[config.mk]
export PLATFORM = sky130hd
export DESIGN_NAME = peak_envelope_block_maxima_top_flat
export DESIGN_NICKNAME = d
export VERILOG_FILES = /design/src/hdl/peb_pkg.sv /design/src/hdl/peb_ifs.sv /design/src/hdl/peak_envelope_block_maxima_top.sv /design/src/hdl/peb_env_unit.sv /design/src/hdl/peb_csr.sv /design/src/hdl/peb_core.sv /design/src/flat_wrapper.sv
export SDC_FILE = /design/constraint.sdc
export NUM_CORES = 2
export LEC_CHECK = 0
export ABC_CLOCK_PERIOD_IN_PS = 41000
export BUFFER_PORTS_ARGS = -buffer_cell sky130_fd_sc_hd__buf_2
export CORE_ASPECT_RATIO = 0.8
export CORE_MARGIN = 4
export CORE_UTILIZATION = 40
export DETAILED_ROUTE_END_ITERATION = 6
export GPL_TIMING_DRIVEN = 0
export PLACE_DENSITY = 0.64
export SLEW_MARGIN = 25
export SYNTH_ARGS = -nofsm -noshare
export SYNTH_HDL_FRONTEND = slang
export SYNTH_SLANG_ARGS = --single-unit
[constraint.sdc]
create_clock -name clock -period 41 [get_ports clock]
set_input_delay 10.25 -clock clock [delete_from_list [all_inputs] [get_ports clock]]
set_output_delay 10.25 -clock clock [all_outputs]
set_load 0.01 [all_outputs]
[src/hdl/peb_pkg.sv]
// Shared widths, reset values, register codes and types of the peak envelope block.
// No dependencies; every file but the defines header imports it.
package peb_pkg;

   localparam int MAX_CHANNELS = 8;
   localparam int MAX_BLOCK    = 4096;

   localparam int SAMPLE_W = 16;
   localparam int CH_W     = 3;
   localparam int MAG_W    = 16;
   localparam int ENV_W    = 32;
   localparam int COEF_W   = 24;
   localparam int BLEN_W   = 13;
   localparam int NCH_W    = 4;
   localparam int CNT_W    = 12;
   localparam int MAXS_W   = 15;
   localparam int MAXE_W   = 16;

   localparam int CSR_IDX_W  = 3;
   localparam int CSR_DATA_W = 24;

   localparam logic [COEF_W-1:0] ATTACK_RESET  = COEF_W'(83488);
   localparam logic [COEF_W-1:0] RELEASE_RESET = COEF_W'(558);
   localparam logic [BLEN_W-1:0] BLEN_RESET    = BLEN_W'(512);
   localparam logic [NCH_W-1:0]  NCH_RESET     = NCH_W'(2);
   localparam logic [BLEN_W-1:0] BLOCK_CAP     = BLEN_W'(MAX_BLOCK);

   typedef enum logic [CSR_IDX_W-1:0] {
      CSR_ATTACK    = 3'd0,
      CSR_RELEASE   = 3'd1,
      CSR_BLOCK_LEN = 3'd2,
      CSR_NUM_CH    = 3'd3
   } csr_index_type;

   typedef struct packed {
      logic [COEF_W-1:0] attack_coeff;
      logic [COEF_W-1:0] release_coeff;
      logic [BLEN_W-1:0] block_length;
      logic [NCH_W-1:0]  num_channels;
   } cfg_type;

endpackage

[src/hdl/peb_ifs.sv]
// Channel interfaces of the peak envelope block: sample input, block result, register writes.
// Depends on peb_pkg.
interface peb_req_if;
   import peb_pkg::*;
   logic                       valid;
   logic                       ready;
   logic signed [SAMPLE_W-1:0] sample;
   logic [CH_W-1:0]            channel;
   modport source (output valid, output sample, output channel, input ready);
   modport sink   (input valid, input sample, input channel, output ready);
endinterface

interface peb_rsp_if;
   import peb_pkg::*;
   logic              valid;
   logic              ready;
   logic [CH_W-1:0]   out_channel;
   logic [MAXS_W-1:0] max_sample;
   logic [MAXE_W-1:0] max_envelope;
   modport source (output valid, output out_channel, output max_sample,
                   output max_envelope, input ready);
   modport sink   (input valid, input out_channel, input max_sample,
                   input max_envelope, output ready);
endinterface

interface peb_csr_if;
   import peb_pkg::*;
   logic                  valid;
   logic                  ready;
   logic [CSR_IDX_W-1:0]  index;
   logic [CSR_DATA_W-1:0] data;
   modport source (output valid, output index, output data, input ready);
   modport sink   (input valid, input index, input data, output ready);
endinterface

[src/hdl/peak_envelope_block_maxima_top.sv]
// Peak envelope follower with per-channel block maxima, top level.
// Depends on peb_pkg, peb_ifs, peb_csr and peb_core.
//
// Usage:
//   req_if carries one word per audio sample: a signed 16-bit sample and a
//   3-bit channel tag. Tags at or above num_channels are dropped silently.
//   rsp_if carries one word each time a channel has seen block_length
//   samples: the channel, the largest sample of the block (floored at zero)
//   and the integer part of the largest Q16.16 envelope of the block.
//   csr_if writes attack_coeff, release_coeff, block_length and num_channels
//   (indexes 0 to 3); it is always ready and should be used while idle.
//   Throughput is one sample per cycle while rsp_if does not stall, set by
//   the read, update and write-back of the channel state through a single
//   25x32 multiplier. A sample that finishes a block passes through the
//   input register and then the result register, where its word is valid.
//   Reset restores the register defaults and clears envelopes, maxima and
//   sample counts of all channels at once; no clearing sweep follows.
//   When rsp_if stalls, its word holds; samples that finish no block keep
//   flowing, and a sample that finishes a block waits in the input register
//   with req_if.ready low until the pending word is taken.
module peak_envelope_block_maxima_top (
   input logic       clock,
   input logic       reset,
   peb_req_if.sink   req_if,
   peb_rsp_if.source rsp_if,
   peb_csr_if.sink   csr_if
);
   import peb_pkg::*;

   cfg_type cfg;

   peb_csr u_csr (
      .clock  (clock),
      .reset  (reset),
      .csr_if (csr_if),
      .cfg    (cfg)
   );

   peb_core u_core (
      .clock  (clock),
      .reset  (reset),
      .cfg    (cfg),
      .req_if (req_if),
      .rsp_if (rsp_if)
   );

endmodule

[src/hdl/peb_env_unit.sv]
// Next-envelope arithmetic: one attack or release step on a Q16.16 envelope.
// Depends on peb_pkg.
module peb_env_unit (
   input  logic [peb_pkg::ENV_W-1:0]  env,
   input  logic [peb_pkg::MAG_W-1:0]  mag,
   input  logic [peb_pkg::COEF_W-1:0] attack_coeff,
   input  logic [peb_pkg::COEF_W-1:0] release_coeff,
   output logic [peb_pkg::ENV_W-1:0]  env_next
);
   import peb_pkg::*;

   localparam int COEF_X_W = COEF_W + 1;
   localparam int PROD_W   = COEF_X_W + ENV_W;

   logic [ENV_W-1:0]    mag_q;
   logic                decay;
   logic [COEF_X_W-1:0] coef;
   logic [ENV_W-1:0]    opnd;
   logic [PROD_W-1:0]   prod;
   logic [ENV_W-1:0]    step;

   // The attack form a*M + (2^24-a)*E equals E*2^24 + a*(M-E), so both branches
   // share a single multiplier and the attack adds the scaled gap back onto E.
   always_comb begin
      mag_q = {mag, 16'b0};
      decay = env > mag_q;
      if (decay) begin
         coef = (COEF_X_W'(1) << COEF_W) - {1'b0, release_coeff};
         opnd = env;
      end else begin
         coef = {1'b0, attack_coeff};
         opnd = mag_q - env;
      end
      prod = PROD_W'(coef) * PROD_W'(opnd);
      step = prod[COEF_W +: ENV_W];
      env_next = decay ? step : env + step;
   end

endmodule

[src/hdl/peb_csr.sv]
// Configuration registers of the peak envelope block, written through the register channel.
// Depends on peb_pkg and peb_ifs.
module peb_csr (
   input  logic             clock,
   input  logic             reset,
   peb_csr_if.sink          csr_if,
   output peb_pkg::cfg_type cfg
);
   import peb_pkg::*;

   cfg_type cfg_ff;
   cfg_type cfg_in;

   assign csr_if.ready = 1'b1;
   assign cfg = cfg_ff;

   always_comb begin
      cfg_in = cfg_ff;
      if (csr_if.valid) begin
         unique case (csr_if.index)
            CSR_ATTACK:    cfg_in.attack_coeff  = csr_if.data[COEF_W-1:0];
            CSR_RELEASE:   cfg_in.release_coeff = csr_if.data[COEF_W-1:0];
            CSR_BLOCK_LEN: cfg_in.block_length  = csr_if.data[BLEN_W-1:0];
            CSR_NUM_CH:    cfg_in.num_channels  = csr_if.data[NCH_W-1:0];
            default: ;
         endcase
      end
   end

   always_ff @(posedge clock) begin
      if (reset) begin
         cfg_ff.attack_coeff  <= ATTACK_RESET;
         cfg_ff.release_coeff <= RELEASE_RESET;
         cfg_ff.block_length  <= BLEN_RESET;
         cfg_ff.num_channels  <= NCH_RESET;
      end else begin
         cfg_ff <= cfg_in;
      end
   end

endmodule

[src/hdl/peb_core.sv]
// Input register, per-channel envelope and block state, and result register.
// Depends on peb_pkg, peb_ifs and peb_env_unit.
module peb_core (
   input  logic             clock,
   input  logic             reset,
   input  peb_pkg::cfg_type cfg,
   peb_req_if.sink          req_if,
   peb_rsp_if.source        rsp_if
);
   import peb_pkg::*;

   // Input register
   logic                       in_valid_ff;
   logic                       in_valid_in;
   logic signed [SAMPLE_W-1:0] in_sample_ff;
   logic [CH_W-1:0]            in_channel_ff;

   // Per-channel state
   logic [ENV_W-1:0]  env_ff       [MAX_CHANNELS];
   logic [MAXS_W-1:0] max_smp_ff   [MAX_CHANNELS];
   logic [ENV_W-1:0]  max_env_ff   [MAX_CHANNELS];
   logic [CNT_W-1:0]  count_ff     [MAX_CHANNELS];

   // Result register
   logic              rsp_valid_ff;
   logic              rsp_valid_in;
   logic [CH_W-1:0]   rsp_channel_ff;
   logic [MAXS_W-1:0] rsp_max_smp_ff;
   logic [MAXE_W-1:0] rsp_max_env_ff;

   logic              accept;
   logic              out_free;
   logic              active;
   logic              negative;
   logic [MAG_W-1:0]  mag;
   logic [BLEN_W-1:0] eff_len;
   logic [BLEN_W-1:0] count_inc;
   logic              done;
   logic              emit;
   logic              fire;
   logic [ENV_W-1:0]  env_in;
   logic [MAXS_W-1:0] max_smp_in;
   logic [ENV_W-1:0]  max_env_in;
   logic [CNT_W-1:0]  count_in;

   peb_env_unit u_env_unit (
      .env           (env_ff[in_channel_ff]),
      .mag           (mag),
      .attack_coeff  (cfg.attack_coeff),
      .release_coeff (cfg.release_coeff),
      .env_next      (env_in)
   );

   always_comb begin
      active   = (NCH_W'(in_channel_ff) < cfg.num_channels)
                 && (int'(in_channel_ff) < MAX_CHANNELS);
      negative = in_sample_ff[SAMPLE_W-1];
      mag      = negative ? (MAG_W'(0) - MAG_W'(in_sample_ff)) : MAG_W'(in_sample_ff);

      if (cfg.block_length == '0) begin
         eff_len = BLEN_W'(1);
      end else if (cfg.block_length > BLOCK_CAP) begin
         eff_len = BLOCK_CAP;
      end else begin
         eff_len = cfg.block_length;
      end
      count_inc = BLEN_W'(count_ff[in_channel_ff]) + BLEN_W'(1);
      done      = count_inc >= eff_len;
      emit      = active && done;

      // An item that completes no block never waits for the result side.
      out_free = !rsp_valid_ff || rsp_if.ready;
      fire     = in_valid_ff && (!emit || out_free);
      accept   = req_if.valid && req_if.ready;

      if (!negative && (in_sample_ff[MAXS_W-1:0] > max_smp_ff[in_channel_ff])) begin
         max_smp_in = in_sample_ff[MAXS_W-1:0];
      end else begin
         max_smp_in = max_smp_ff[in_channel_ff];
      end
      max_env_in = (env_in > max_env_ff[in_channel_ff]) ? env_in : max_env_ff[in_channel_ff];
      count_in   = count_inc[CNT_W-1:0];

      in_valid_in  = accept || (in_valid_ff && !fire);
      rsp_valid_in = (fire && emit) || (rsp_valid_ff && !rsp_if.ready);
   end

   assign req_if.ready        = !in_valid_ff || fire;
   assign rsp_if.valid        = rsp_valid_ff;
   assign rsp_if.out_channel  = rsp_channel_ff;
   assign rsp_if.max_sample   = rsp_max_smp_ff;
   assign rsp_if.max_envelope = rsp_max_env_ff;

   always_ff @(posedge clock) begin
      if (reset) begin
         in_valid_ff  <= 1'b0;
         rsp_valid_ff <= 1'b0;
      end else begin
         in_valid_ff  <= in_valid_in;
         rsp_valid_ff <= rsp_valid_in;
      end
   end

   always_ff @(posedge clock) begin
      if (accept) begin
         in_sample_ff  <= req_if.sample;
         in_channel_ff <= req_if.channel;
      end
      if (fire && emit) begin
         rsp_channel_ff <= in_channel_ff;
         rsp_max_smp_ff <= max_smp_in;
         rsp_max_env_ff <= max_env_in[ENV_W-1 -: MAXE_W];
      end
   end

   always_ff @(posedge clock) begin
      if (reset) begin
         for (int i = 0; i < MAX_CHANNELS; i++) begin
            env_ff[i]     <= '0;
            max_smp_ff[i] <= '0;
            max_env_ff[i] <= '0;
            count_ff[i]   <= '0;
         end
      end else if (fire && active) begin
         env_ff[in_channel_ff] <= env_in;
         if (emit) begin
            max_smp_ff[in_channel_ff] <= '0;
            max_env_ff[in_channel_ff] <= '0;
            count_ff[in_channel_ff]   <= '0;
         end else begin
            max_smp_ff[in_channel_ff] <= max_smp_in;
            max_env_ff[in_channel_ff] <= max_env_in;
            count_ff[in_channel_ff]   <= count_in;
         end
      end
   end

endmodule

[src/flat_wrapper.sv]
// flat-port wrapper written by rule: the top's interface ports become plain ports
module peak_envelope_block_maxima_top_flat import peb_pkg::*;
  (clock, reset, req_if_valid, req_if_sample, req_if_channel, req_if_ready, rsp_if_valid, rsp_if_out_channel, rsp_if_max_sample, rsp_if_max_envelope, rsp_if_ready, csr_if_valid, csr_if_index, csr_if_data, csr_if_ready);
  peb_req_if req_if_i ();
  peb_rsp_if rsp_if_i ();
  peb_csr_if csr_if_i ();
  input logic clock;
  input logic reset;
  input wire logic [$bits(req_if_i.valid)-1:0] req_if_valid;
  input wire logic [$bits(req_if_i.sample)-1:0] req_if_sample;
  input wire logic [$bits(req_if_i.channel)-1:0] req_if_channel;
  output wire logic [$bits(req_if_i.ready)-1:0] req_if_ready;
  output wire logic [$bits(rsp_if_i.valid)-1:0] rsp_if_valid;
  output wire logic [$bits(rsp_if_i.out_channel)-1:0] rsp_if_out_channel;
  output wire logic [$bits(rsp_if_i.max_sample)-1:0] rsp_if_max_sample;
  output wire logic [$bits(rsp_if_i.max_envelope)-1:0] rsp_if_max_envelope;
  input wire logic [$bits(rsp_if_i.ready)-1:0] rsp_if_ready;
  input wire logic [$bits(csr_if_i.valid)-1:0] csr_if_valid;
  input wire logic [$bits(csr_if_i.index)-1:0] csr_if_index;
  input wire logic [$bits(csr_if_i.data)-1:0] csr_if_data;
  output wire logic [$bits(csr_if_i.ready)-1:0] csr_if_ready;
  assign req_if_i.valid = req_if_valid;
  assign req_if_i.sample = req_if_sample;
  assign req_if_i.channel = req_if_channel;
  assign req_if_ready = req_if_i.ready;
  assign rsp_if_valid = rsp_if_i.valid;
  assign rsp_if_out_channel = rsp_if_i.out_channel;
  assign rsp_if_max_sample = rsp_if_i.max_sample;
  assign rsp_if_max_envelope = rsp_if_i.max_envelope;
  assign rsp_if_i.ready = rsp_if_ready;
  assign csr_if_i.valid = csr_if_valid;
  assign csr_if_i.index = csr_if_index;
  assign csr_if_i.data = csr_if_data;
  assign csr_if_ready = csr_if_i.ready;
  peak_envelope_block_maxima_top u_core (.clock(clock), .reset(reset), .req_if(req_if_i), .rsp_if(rsp_if_i), .csr_if(csr_if_i));
endmodule
After elaboration in Yosys (flattened, before gate mapping)

Memory sizes are Yosys's and may differ from the RTL's. A register that Yosys moved wholly into a read port is not among the register bits.
Index checks and enable logic that the tools add are counted.

$add $sub $neg: 5
Multipliers: 1
Magnitude comparators: 6
Equal/unequal tests: 3
Multiplexer cells: 40
Bitwise operators: 3
Reduce and logical (&&, ||, !) cells: 29

Operator list:

| cell                                                   | number |
|---|---|
| two-way mux 32 bit                                     | 6 |
| greater-than comparator 32 bit                         | 2 |
| OR reduction 32 bit                                    | 2 |
| multiplier 25 x 32 -> 56 bit                           | 1 |
| two-way mux 15 bit                                     | 3 |
| adder 32 bit                                           | 1 |
| subtractor 32 bit                                      | 1 |
| two-way mux 13 bit                                     | 2 |
| two-way mux 25 bit                                     | 1 |
| subtractor 25 x 24 -> 25 bit (first input constant)    | 1 |
| two-way mux 12 bit                                     | 2 |
| two-way mux 3 bit                                      | 8 |
| two-way mux 1 bit                                      | 17 |
| two-way mux 16 bit                                     | 1 |
| subtractor 1 x 16 -> 16 bit (first input constant)     | 1 |
| greater-than comparator 15 bit                         | 1 |
| OR reduction 15 bit                                    | 1 |
| adder 12 x 1 -> 13 bit (second input constant)         | 1 |
| greater-or-equal comparator 13 bit                     | 1 |
| greater-than comparator 13 bit (second input constant) | 1 |
| logical NOT 13 bit                                     | 1 |
| OR reduction 12 bit                                    | 1 |
| logical AND 1 bit                                      | 8 |
| AND reduction 2 bit                                    | 4 |
| other kinds (7)                                        | 19 |

Bits in registers: 120
Memory bits (writable): 728
Input bits: 51
Output and inout bits: 37
Memories kept: 4

Memories:

| name                     | depth | bits a word | read ports | clocked after Yosys merged registers in | write ports | line           | RTL |
|---|---|---|---|---|---|---|---|
| u_core.u_core.env_ff     | 8     | 32          | 1          | 1                                       | 8           | peb_core.sv:19 | `logic [ENV_W-1:0] env_ff [MAX_CHANNELS];` |
| u_core.u_core.max_env_ff | 8     | 32          | 1          | 1                                       | 8           | peb_core.sv:21 | `logic [ENV_W-1:0] max_env_ff [MAX_CHANNELS];` |
| u_core.u_core.max_smp_ff | 8     | 15          | 1          | 1                                       | 8           | peb_core.sv:20 | `logic [MAXS_W-1:0] max_smp_ff [MAX_CHANNELS];` |
| u_core.u_core.count_ff   | 8     | 12          | 1          | 1                                       | 8           | peb_core.sv:22 | `logic [CNT_W-1:0] count_ff [MAX_CHANNELS];` |

Longest topological paths before layout

Depth after elaboration: 15
Mapped depth: 79
Mapped depth without buffers: 63

By module

A second synthesis with hierarchy kept.

Cell total of the unflattened synthesis: 6190
Area, all modules: 69430.3 sq um

By module, submodules not included:

| module       | instances | cells each | area an instance (sq um) |
|---|---|---|---|
| peb_core     | 1         | 2466       | 38209.1 |
| peb_env_unit | 1         | 3472       | 28558.6 |
| peb_csr      | 1         | 252        | 2662.6 |

Worst setup path after synthesis

OpenSTA, ideal clock, no wires.

Path type: input to output
From: in rsp_if_ready
To: out req_if_ready
Arrival time: 10.782 ns
Data required time: 30.750 ns
Path slack: 19.968 ns
Cell stages on the path: 2
Cell sequence: nand2b_1 or3_1

Word-level cells in the longest chain between the ends: 4

Ends and longest elaborated chain:

| element           | line               | RTL |
|---|---|---|
| from (decl)       | flat_wrapper.sv:17 | `input wire logic [$bits(rsp_if_i.ready)-1:0] rsp_if_ready;` |
| logical OR 1 bit  | peb_core.sv:72     | `out_free = !rsp_valid_ff \|\| rsp_if.ready;` |
| logical OR 1 bit  | peb_core.sv:73     | `fire = in_valid_ff && (!emit \|\| out_free);` |
| logical AND 1 bit | peb_core.sv:73     |  |
| logical OR 1 bit  | peb_core.sv:88     | `assign req_if.ready = !in_valid_ff \|\| fire;` |
| to (decl)         | flat_wrapper.sv:12 | `output wire logic [$bits(req_if_i.ready)-1:0] req_if_ready;` |

No other way between the ends.

==> metrics.txt <==
status=completed; average via count per standard cell=5.858; initial core utilization=40.44%; Syn Area/Cell=10.51 µm²; Tcrit/Tclk final=60.62%; max cap viols=0; Yosys reg bits=851; dominant cell type by area after synthesis=edfxtp_1; Async SR Flop Fraction=0%; antenna-violating nets left=0; Final setup viols=0; Placement Cell Area=72780 µm²; initial antenna violation count=5; Routed WL=255800 µm; First-pass DRT Iterations=6; YS warnings=0; clk buf depth=3; Max Clk Rate=40.24 MHz; most common cell after layout, fill and taps aside=nor2_1; Vias=53100; count of port buffers added during placement=86; clock sink count=851; Root Buffer=clkbuf_16; Net Count, Synth=7577; Final Cell Area=75480 µm²; Slew headroom=23.13%; CTS HTree Levels=3; slowest CP cell=xnor2_1; TNS Setup=0 ns; Yosys top cell area share=34.09%; WP data arrival=25.23 ns; # DRC=0; CP Class=reg2reg; area grow syn2layout=9.733%; initial DRC count=7178; Main synth FF type=edfxtp_1; Slew Limit Fails=0; Post-synth EDFFs=781; CP delay by family, top=buffers and inverters; Final HPWL DP=199800 µm; Worst-Skew Late Latency=0.66 ns; Worst Path Required=41.38 ns; Cell Area, Synth=68790 µm²; final net count=7772; Worst-path clk slew=0.07 ns; actual slew at the worst max-slew pin=1.145 ns; via count of the first global-routing pass=52870; CP Capture Type=flop; CTS tree=done; hold buffer count at CTS=0; Final Core Density=44.38%; CP peak stage delay=0.93 ns; crit path launch type=flop; overall routing resource usage=28.32%; Buffers & Inverters on Critical Path=19; hold slack=0.4470 ns; layout cell share with drive strength beyond 1=10.56%; Post-Synthesis Cells=6543; Final GP Congestion=1.089; Critical Path Fanout Max=11; chip width=471.6 µm; unrepaired setup endpoints after global routing=false; most frequent cells in the layout=nor2_1, inv_1, edfxtp_1; first-pass GRT wire length=367100 µm; clock skew=0.03718 ns; grt ovf=0; post-cts gate resize count=0; Seq/Total Area, Yosys=36.13%; largest cells by area after synthesis=edfxtp_1, fa_1, nor2_1; Final Hold Viols=0; Die ar.=178700 µm²; post-CTS setup buffer count=0; cts bufs inserted=84; wire per inst=28.22 µm; Synth cell types=108; fin crit period=24.85 ns; std cell rows=135; Core ar.=170100 µm²; Die H=378.9 µm; Ports=88; largest net degree at the start of global routing=40; worst hold path type=reg2reg
==> kinds of logic (layout without fill, tap and decap cells) <==
family	Yosys count	after routing	synth area share, %
compound gates	707	707	7.103
xor+xnor	146	146	1.892
fa+ha+maj	983	983	25.37
buf+inv	1202	1459	6.930
flops	851	851	36.13
mux	329	329	8.249
other cells	1	6	0.005452
simple gates	2324	2324	14.32
==> synth_stat cells (11+ instances only) <==
cell type     n
and2_1       48
nor2_1     1113
xor2_1       38
a22oi_1      22
mux2i_1     119
a21oi_1     196
mux4_2      184
a31oi_1      17
nor3_2       11
nand4_1      42
dfxtp_1      70
o21ai_0      76
nor2b_1      33
o31ai_1      11
nand2_1     762
o21bai_1     19
mux2_2       20
buf_4        12
edfxtp_1    781
fa_1        686
inv_1       820
nand3_1      65
buf_2       107
o21a_1       19
nor4_1       16
ha_1        297
clkbuf_1    231
a22o_1       22
nor3_1       82
or3_1        27
a211oi_1    101
a21o_1       84
or2_2        13
xnor2_1     105
o211ai_1     13
and3_1       26
buf_1        14
nand2b_1     33
==> per-layer routing <==
metal	GRT usage (%)	up-vias	wire, µm
met3	6.456	655	29120
met1	37.66	26910	98680
met4	15.84	0	17300
met5	0	-	0
li1	-	22260	-
met2	42.98	3283	110700
==> per-stage QoR <==
step / setup slack, ns / instances
2_1_floorplan: 19.97 / 6543
3_3_place_gp: 16.38 / 8889
3_5_place_dp: 17.06 / 8911
4_1_cts: 16.97 / 9059
5_1_grt: 15.46 / 9061
6_report: 16.15 / 9065
==> worst register-to-register path, delay by kind of cell, from the launching register on <==
family / cells / cell delay [ns]
fa+ha+maj: 11 / 4.70
flops: 1 / 0.30
simple gates: 12 / 3.72
xor+xnor: 4 / 2.20
compound gates: 14 / 5.47
mux: 3 / 1.42
buf+inv: 19 / 6.77
==> state kept, by name, summed over array words and instances (netlist names), named ones only <==
signal and cells:
u_core.u_core.max_smp_ff 120, u_core.u_core.in_valid_ff 1, u_core.u_core.rsp_if.valid 1, u_core.u_core.max_env_ff 256, u_core.u_core.rsp_if.max_sample 15, u_core.u_core.in_channel_ff 3, u_core.u_core.count_ff 96, u_core.u_core.rsp_if.max_envelope 16
u_core.u_core.rsp_if.out_channel 3, u_core.u_core.env_ff 256, u_core.u_core.in_sample_ff 16, u_core.u_csr.cfg 65
==> layout make-up <==
| type | instances | area (µm²) |
|---|---|---|
| Fill cell | 15930 | 94610 |
| Multi-Input combinational cell | 4490 | 39470 |
| Sequential cell | 851 | 24850 |
| Inverter | 827 | 3104 |
| Tap cell | 2260 | 2828 |
| Clock buffer | 109 | 2295 |
| Buffer | 375 | 1670 |
| Timing Repair Buffer | 109 | 889.6 |
| Clock inverter | 39 | 356.6 |
| Antenna cell | 5 | 12.51 |
==> worst paths after layout <==
check,start,to,slack [ns],cells after the start
max,flop,u_core.u_core.max_env_ff[2][22]$_SDFFCE_PN0P_,16.15,63
min,u_core.u_core.in_channel_ff[0]$_DFFE_PP_,u_core.u_core.rsp_if.out_channel[0]$_DFFE_PP_,0.45,0
max reg2reg,flop,u_core.u_core.max_env_ff[2][22]$_SDFFCE_PN0P_,16.15,63
min reg2reg,u_core.u_core.in_channel_ff[0]$_DFFE_PP_,u_core.u_core.rsp_if.out_channel[0]$_DFFE_PP_,0.45,0
Power is not shown: default switching activity piles up to over one toggle a cycle in this logic, so the estimate is an artifact.
